### src/rtl/core/bpt_pkg.sv
// shared types, codes and constants of the breakpoint table
package bpt_pkg;

  localparam int ADDR_W      = 48;
  localparam int SERIAL_W    = 16;
  localparam int FUNC_W      = 3;
  localparam int INDEX_W     = 6;
  localparam int TOTAL_W     = 7;
  localparam int DEPTH_DEF   = 16;

  // command codes
  localparam logic [FUNC_W-1:0] FN_CLEAR   = 3'd0;
  localparam logic [FUNC_W-1:0] FN_SET     = 3'd1;
  localparam logic [FUNC_W-1:0] FN_REMOVE  = 3'd2;
  localparam logic [FUNC_W-1:0] FN_ENABLE  = 3'd3;
  localparam logic [FUNC_W-1:0] FN_DISABLE = 3'd4;
  localparam logic [FUNC_W-1:0] FN_READ    = 3'd5;

  // status codes
  localparam logic [1:0] ST_OK        = 2'd0;
  localparam logic [1:0] ST_NOT_FOUND = 2'd1;
  localparam logic [1:0] ST_FULL      = 2'd2;
  localparam logic [1:0] ST_RANGE     = 2'd3;

  // patch actions
  localparam logic [1:0] ACT_NONE    = 2'd0;
  localparam logic [1:0] ACT_PLANT   = 2'd1;
  localparam logic [1:0] ACT_RESTORE = 2'd2;

  typedef struct packed {
    logic [FUNC_W-1:0]  func;
    logic [ADDR_W-1:0]  target_addr;
    logic [INDEX_W-1:0] entry_index;
  } bpt_cmd_t;

  typedef struct packed {
    logic [1:0]          op_status;
    logic [1:0]          patch_action;
    logic [ADDR_W-1:0]   patch_addr;
    logic [ADDR_W-1:0]   entry_addr;
    logic [SERIAL_W-1:0] entry_serial;
    logic                entry_enabled;
    logic [TOTAL_W-1:0]  entry_total;
  } bpt_rsp_t;

  typedef struct packed {
    logic [ADDR_W-1:0]   addr;
    logic [SERIAL_W-1:0] serial;
    logic                enabled;
  } bpt_entry_t;

endpackage

### src/rtl/core/bpt_ram.sv
// entry storage: one write port, one read port, registered read data
module bpt_ram #(
  parameter int DEPTH = bpt_pkg::DEPTH_DEF,
  parameter int IDX_W = 4
) (
  input  logic               clk,
  input  logic               we,
  input  logic [IDX_W-1:0]   waddr,
  input  bpt_pkg::bpt_entry_t wdata,
  input  logic [IDX_W-1:0]   raddr,
  output bpt_pkg::bpt_entry_t rdata
);

  bpt_pkg::bpt_entry_t mem [DEPTH];

  always_ff @(posedge clk) begin
    if (we) begin
      mem[waddr] <= wdata;
    end
  end

  always_ff @(posedge clk) begin
    rdata <= mem[raddr];
  end

endmodule

### src/rtl/core/breakpoint_table.sv
// breakpoint table top level: command sequencer around the entry memory
// sequence: clear and unused codes go straight to the result, read entry goes
//   through the memory read state, set/enable/disable/remove scan the list to a
//   match or its end, and remove then moves the tail down over the matched entry
// throughput: one transaction at a time, bounded by the memory's single read
//   port walking the entries; a new command is taken once the result is queued
// reset: sequencer, entry count and serial counter cleared; entries not cleared
module breakpoint_table #(
  parameter int TABLE_DEPTH = bpt_pkg::DEPTH_DEF
) (
  input  logic              clk,
  input  logic              rst,
  input  logic              cmd_valid,
  output logic              cmd_ready,
  input  bpt_pkg::bpt_cmd_t cmd,
  output logic              rsp_valid,
  input  logic              rsp_ready,
  output bpt_pkg::bpt_rsp_t rsp
);

  localparam int IDX_W = (TABLE_DEPTH > 1) ? $clog2(TABLE_DEPTH) : 1;
  localparam int CNT_W = $clog2(TABLE_DEPTH + 1);
  localparam logic [CNT_W-1:0] FULL_CNT = CNT_W'(TABLE_DEPTH);

  typedef enum logic [2:0] {S_IDLE, S_SCAN, S_READ, S_SHIFT, S_DONE} state_t;

  state_t state;

  // command being worked on
  logic [bpt_pkg::FUNC_W-1:0]   func_q;
  logic [bpt_pkg::ADDR_W-1:0]   tgt;

  // table bookkeeping
  logic [CNT_W-1:0]             used;
  logic [bpt_pkg::SERIAL_W-1:0] serial;
  logic [bpt_pkg::SERIAL_W-1:0] serial_next;

  // scan pointer: entry whose read is issued this cycle
  logic [CNT_W-1:0]             ptr;
  // compare stage: entry whose read data is on the memory output
  logic                         cmp_valid;
  logic [CNT_W-1:0]             cmp_idx;
  // tail move: pending write of the entry read last cycle
  logic                         shift_pend;
  logic [IDX_W-1:0]             shift_wa;

  // result under construction
  logic [1:0]                   res_status;
  logic [1:0]                   res_action;
  bpt_pkg::bpt_entry_t          res_ent;

  // memory ports
  logic                         mem_we;
  logic [IDX_W-1:0]             mem_wa;
  bpt_pkg::bpt_entry_t          mem_wd;
  logic [IDX_W-1:0]             mem_ra;
  bpt_pkg::bpt_entry_t          mem_rd;

  logic                         hit;
  logic                         scan_end;
  logic                         cmd_fire;
  logic                         rsp_load;
  logic                         read_ok;

  assign cmd_ready   = (state == S_IDLE) && !rst;
  assign cmd_fire    = cmd_valid && cmd_ready;
  assign serial_next = serial + 1'b1;

  // match on the entry now read out; end of list once every held entry is issued
  assign hit      = cmp_valid && (mem_rd.addr == tgt);
  assign scan_end = (ptr == used);
  assign read_ok  = (bpt_pkg::TOTAL_W'(cmd.entry_index) < bpt_pkg::TOTAL_W'(used));
  assign rsp_load = (state == S_DONE) && (!rsp_valid || rsp_ready);

  bpt_ram #(
    .DEPTH (TABLE_DEPTH),
    .IDX_W (IDX_W)
  ) u_ram (
    .clk   (clk),
    .we    (mem_we),
    .waddr (mem_wa),
    .wdata (mem_wd),
    .raddr (mem_ra),
    .rdata (mem_rd)
  );

  // memory port steering
  always_comb begin
    mem_we = 1'b0;
    mem_wa = cmp_idx[IDX_W-1:0];
    mem_wd = mem_rd;
    mem_ra = ptr[IDX_W-1:0];
    unique case (state)
      S_IDLE: begin
        // entry read goes out together with the command
        mem_ra = cmd.entry_index[IDX_W-1:0];
      end
      S_SCAN: begin
        if (hit) begin
          unique case (func_q)
            bpt_pkg::FN_SET: begin
              mem_we         = 1'b1;
              mem_wd.enabled = 1'b1;
            end
            bpt_pkg::FN_ENABLE: begin
              mem_we         = !mem_rd.enabled;
              mem_wd.enabled = 1'b1;
            end
            bpt_pkg::FN_DISABLE: begin
              mem_we         = mem_rd.enabled;
              mem_wd.enabled = 1'b0;
            end
            default: begin
              mem_we = 1'b0;
            end
          endcase
        end else if (scan_end && (func_q == bpt_pkg::FN_SET) && (used != FULL_CNT)) begin
          // append a new entry at the end of the list
          mem_we         = 1'b1;
          mem_wa         = used[IDX_W-1:0];
          mem_wd.addr    = tgt;
          mem_wd.serial  = serial_next;
          mem_wd.enabled = 1'b1;
        end
      end
      S_SHIFT: begin
        // write back the entry read last cycle one place lower
        mem_we = shift_pend;
        mem_wa = shift_wa;
        mem_wd = mem_rd;
      end
      default: begin
        mem_we = 1'b0;
      end
    endcase
  end

  // sequencer, bookkeeping and result register
  always_ff @(posedge clk) begin
    if (rst) begin
      state      <= S_IDLE;
      used       <= '0;
      serial     <= '0;
      cmp_valid  <= 1'b0;
      shift_pend <= 1'b0;
      rsp_valid  <= 1'b0;
    end else begin
      if (rsp_load) begin
        rsp_valid <= 1'b1;
      end else if (rsp_ready) begin
        rsp_valid <= 1'b0;
      end

      unique case (state)
        S_IDLE: begin
          if (cmd_fire) begin
            func_q     <= cmd.func;
            tgt        <= cmd.target_addr;
            ptr        <= '0;
            cmp_valid  <= 1'b0;
            res_status <= bpt_pkg::ST_OK;
            res_action <= bpt_pkg::ACT_NONE;
            res_ent    <= '0;
            unique case (cmd.func)
              bpt_pkg::FN_CLEAR: begin
                used   <= '0;
                serial <= '0;
                state  <= S_DONE;
              end
              bpt_pkg::FN_SET, bpt_pkg::FN_REMOVE,
              bpt_pkg::FN_ENABLE, bpt_pkg::FN_DISABLE: begin
                state <= S_SCAN;
              end
              bpt_pkg::FN_READ: begin
                if (read_ok) begin
                  state <= S_READ;
                end else begin
                  res_status <= bpt_pkg::ST_RANGE;
                  state      <= S_DONE;
                end
              end
              default: begin
                // unused codes leave the table alone
                state <= S_DONE;
              end
            endcase
          end
        end

        S_READ: begin
          res_ent <= mem_rd;
          state   <= S_DONE;
        end

        S_SCAN: begin
          if (hit) begin
            cmp_valid <= 1'b0;
            state     <= S_DONE;
            unique case (func_q)
              bpt_pkg::FN_SET: begin
                res_action <= bpt_pkg::ACT_PLANT;
              end
              bpt_pkg::FN_ENABLE: begin
                if (!mem_rd.enabled) begin
                  res_action <= bpt_pkg::ACT_PLANT;
                end
              end
              bpt_pkg::FN_DISABLE: begin
                if (mem_rd.enabled) begin
                  res_action <= bpt_pkg::ACT_RESTORE;
                end
              end
              default: begin
                // remove: move the tail down over the matched entry
                res_action <= bpt_pkg::ACT_RESTORE;
                ptr        <= cmp_idx + 1'b1;
                shift_pend <= 1'b0;
                state      <= S_SHIFT;
              end
            endcase
          end else if (scan_end) begin
            cmp_valid <= 1'b0;
            state     <= S_DONE;
            if (func_q == bpt_pkg::FN_SET) begin
              if (used == FULL_CNT) begin
                res_status <= bpt_pkg::ST_FULL;
              end else begin
                serial     <= serial_next;
                used       <= used + 1'b1;
                res_action <= bpt_pkg::ACT_PLANT;
              end
            end else begin
              res_status <= bpt_pkg::ST_NOT_FOUND;
            end
          end else begin
            cmp_valid <= 1'b1;
            cmp_idx   <= ptr;
            ptr       <= ptr + 1'b1;
          end
        end

        S_SHIFT: begin
          if (ptr != used) begin
            shift_pend <= 1'b1;
            shift_wa   <= IDX_W'(ptr - 1'b1);
            ptr        <= ptr + 1'b1;
          end else begin
            // last pending write lands this cycle
            shift_pend <= 1'b0;
            used       <= used - 1'b1;
            state      <= S_DONE;
          end
        end

        S_DONE: begin
          if (rsp_load) begin
            rsp.op_status     <= res_status;
            rsp.patch_action  <= res_action;
            rsp.patch_addr    <= (res_action != bpt_pkg::ACT_NONE) ? tgt : '0;
            rsp.entry_addr    <= res_ent.addr;
            rsp.entry_serial  <= res_ent.serial;
            rsp.entry_enabled <= res_ent.enabled;
            rsp.entry_total   <= bpt_pkg::TOTAL_W'(used);
            state             <= S_IDLE;
          end
        end

        default: begin
          state <= S_IDLE;
        end
      endcase
    end
  end

endmodule

### config.mk
export PLATFORM = sky130hd
export DESIGN_NAME = breakpoint_table
export DESIGN_NICKNAME = d
export VERILOG_FILES = /design/src/rtl/core/bpt_pkg.sv /design/src/rtl/core/bpt_ram.sv /design/src/rtl/core/breakpoint_table.sv
export SDC_FILE = /design/constraint.sdc
export NUM_CORES = 2
export LEC_CHECK = 0
export BUFFER_PORTS_ARGS = -buffer_cell sky130_fd_sc_hd__buf_4
export CORE_MARGIN = 8
export CORE_UTILIZATION = 30
export DETAILED_ROUTE_END_ITERATION = 12
export PLACE_DENSITY = 0.51
export SYNTH_ARGS = -nofsm -noshare
export SYNTH_HDL_FRONTEND = slang
export SYNTH_SLANG_ARGS = --single-unit
### constraint.sdc
create_clock -name clk -period 9 [get_ports clk]
set_input_delay 0 -clock clk [delete_from_list [all_inputs] [get_ports clk]]
set_output_delay 0 -clock clk [all_outputs]
set_load 0.02 [all_outputs]
==> impl_results.md <==
* Status: completed
* Die X at 442.4 µm
* Clock transition at path regs at around 0.06 ns
* Synth Area per Inst at about 14 µm²
* Multi-input gate area at roughly 0.013 mm²
* Leakage dissipation at 20.88 nW
* Fin Clk Skew at around 0.035 ns
* CTS tree: yes
* Top-count cell post-synth: edfxtp_1
* Cells after Synth at about 3800
* Synth Area in Compound Gates at 10.83%
* Total Routing Usage GR at 15.48%
* CP Max Fanout at 40
* CP dominant cell by count: buf_4
* ANT nets after route at 0
* Most frequent cells after synthesis: edfxtp_1 (1296), nand2_1 (576), a211oi_1 (334)
* Post-Synth Adder-Cell Area at 0.2890%
* Synth top area share at 71.35%
* Setup Slack @ Placement at 3.553 ns
* CTS Buf Count at 147
* EDFF count, synth at 1296
* Async S/R FF share, synth at 0%
* Final core utilization at 35.72%
* CTS Sinks at approximately 1400
* Final setup viols at 0
* Clock latency on the worst-skew pair at between 0.7 and 0.8 ns
* Die ar. at 0.1957 mm²
* XOR/XNOR share of the synthesized area at 1.156%
* Largest family of logic cells by synthesized area: compound AO/OA/AOI/OAI gates
* First DRT Iteration DRCs at ~2800
* DP Wirelength at approximately 91 mm
* Post-synth top area cell: edfxtp_1
* Netlist cell types at 70
* Delay-heaviest family, CP: simple AND/OR/NAND/NOR gates
* Postcts setup bufs at 0
* CP max stage cell: buf_4
* Max-cap violations at 0
* Power Total at 16.88 mW
* CP Launch Type: register
* Min-delay worst type: primary input to register
* Yosys warns at 0
* Seq/Total Area, Yosys at 74.72%
* Worst path max stage delay at between 0.7 and 0.8 ns
* Pins Over Slew Limit at 0
* Initial antenna violation count at 8
* #FFs+latches synth at between 1000 and 1500
* Multiplexer share of the synthesized area at 0.9634%
* Ratio of final minimum period to clock period at 61.37%
* Final Hold Fails at 0
* Routability cong. at 0.7983
* GRT overflow at 0
* Die Span Y at 442.4 µm
* Buffers & Inverters on Critical Path at 2
* Initial core utilization at 30.18%
* I/O pin count at around 190
* Root Driver: clkbuf_16
* Largest net degree at the start of global routing at 193
* Vias at 32430
* Final WS setup at about 3.5 ns
* Worst VDD drop at about 0.18 mV
* Synth Flop Type: edfxtp_1
* PD cells at 261.4 mW/mm²
* Final wirelength at 157.1 mm
* Kind of critical path: register to register
* Synth Area in Simple Gates at between 9 and 10%
* Worst-Margin Slew at 1.286 ns
* Fmax at 0.1811 GHz
* Mapped Area at 0.05455 mm²
* Core Region at 0.1807 mm²
* Number of global-route vias before repair at between 30000 and 40000
* Worst path required time at 9.40 ns
* Share of cells above drive strength 1 at 13.35%
* Register Area at 0.04076 mm²
* Drt pass-1 iters at 6
* Post-layout minimum cycle time at 5.523 ns
* Clock Tree Buf Depth at 3
* CP cell instances: xnor2_1 > nand4_1 > or4_1 > nor2_1 > nand2_1 > a31oi_2 > a21boi_1 > nor4_2 > buf_4 > buf_4
* RSZ-0062 raised after global routing: false
* NumNets Final at 4091
* Crit path capture type: register
* CP arrival at 5.92 ns
* Routed wire per std cell at 24.14 µm
* Hold slack final at 0.1012 ns
* Port buffer count at 184
* Row count at 156
* First-pass GRT wire length at ~230 mm
* # H-tree levels at 4
* FILL cells at 17270
* Drc violations at 0
* Post-DR vias/cell at approximately 5
* Worst slew margin at 13.70%
* Layout area overhead at 18.38%
* Synth top area cells: edfxtp_1 (71%), a211oi_1 (4.6%), nand2_1 (4.0%)
-- layout by cell type (no fill, tap or decap), types with 48 or more instances in the layout --
| cell type | synthesis | final |
|---|---|---|
| a311oi_1 | 135 | 135 |
| xnor2_1 | 48 | 48 |
| nand2_1 | 576 | 575 |
| a31oi_1 | 144 | 144 |
| and2_1 | 318 | 318 |
| buf_4 | 6 | 250 |
| edfxtp_1 | 1296 | 1296 |
| dfxtp_1 | 92 | 92 |
| a211oi_1 | 334 | 334 |
| clkbuf_16 | 0 | 150 |
| dlygate4sd3_1 | 0 | 109 |
| a21oi_1 | 152 | 150 |
-- cells by family after synthesis --
group | count (synthesis)
XOR/XNOR | 72
other | 1
AO/OA/AOI/OAI | 847
multiplexers | 47
adder cells (fa/ha/maj) | 12
buffers and inverters | 283
AND/OR/NAND/NOR | 1112
flip-flops | 1388
-- worst reg2reg max path, delay by kind of cell, from the launching register on --
kind / cells / cell delay (ns)
and+or+nand+nor: 5 / 2.12
buffers and inverters: 2 / 1.31
AOI/OAI and AO/OA: 2 / 0.68
xor gates and xnor gates: 1 / 0.52
DFF: 1 / 0.42
-- where the power goes --
| group | leakage [nW] | switching, mW | internal, mW |
|---|---|---|---|
| registers | 12.5 | 0.175 | 7.87 |
| clock network | 2.30 | 2.51 | 3.43 |
| logic | 6.12 | 2.11 | 0.777 |
-- flip-flops by register name (all words and copies together), names as in the netlist, 4 cells and up --
register	count
ptr	5
shift_wa	4
serial	16
res_ent	65
tgt	48
cmp_idx	5
u_ram.rdata	65
u_ram.mem	1040
rsp	122
used	5
-- through the flow --
| stage | instance area (µm²) | TNS, ns | std cells |
|---|---|---|---|
| 5_1_grt | 64560 | 0 | 6504 |
| 3_5_place_dp | 58780 | 0 | 6130 |
| 6_report | 64570 | 0 | 6507 |
| 2_1_floorplan | 54570 | -192.70 | 3763 |
| 3_3_place_gp | 58780 | 0 | 6130 |
| 4_1_cts | 64560 | 0 | 6504 |
-- path summary, 6_finish.rpt --
path | slack [ns] | cells after the start | start | end
setup / recovery | 3.48 | 10 | tgt[31] | u_ram.mem[15][5]
hold / removal | 0.10 | 6 | cmd[4] | state[2]
setup reg to reg | 3.48 | 10 | tgt[31] | u_ram.mem[15][5]
hold reg to reg | 0.41 | 0 | res_ent[58] | rsp[65]
-- metal layers --
metal	vias up	global-route usage, %	share of wire, %
li1	14890	-	-
met1	16470	21.03	44
met2	885	25.93	49
met3	181	2.316	4.9
met4	0	4.128	2.3
met5	-	0	0
-- cell type report --
type	count	area share (%)
Inverter	22	0.1279
Tap cell	2370	4.592
Clock buffer	210	6.395
Antenna cell	3	0.01163
Timing Repair Buffer	367	4.844
Multi-Input combinational cell	2092	20.04
Clock inverter	55	0.8681
Sequential cell	1388	63.12
-- timing repair --
action | CTS | global route
gates resized for setup | 0 | 0
hold endpoints to repair | 130 | 0
hold buffers | 109 | 0
Note: power is estimated with default switching activity, not from simulation.
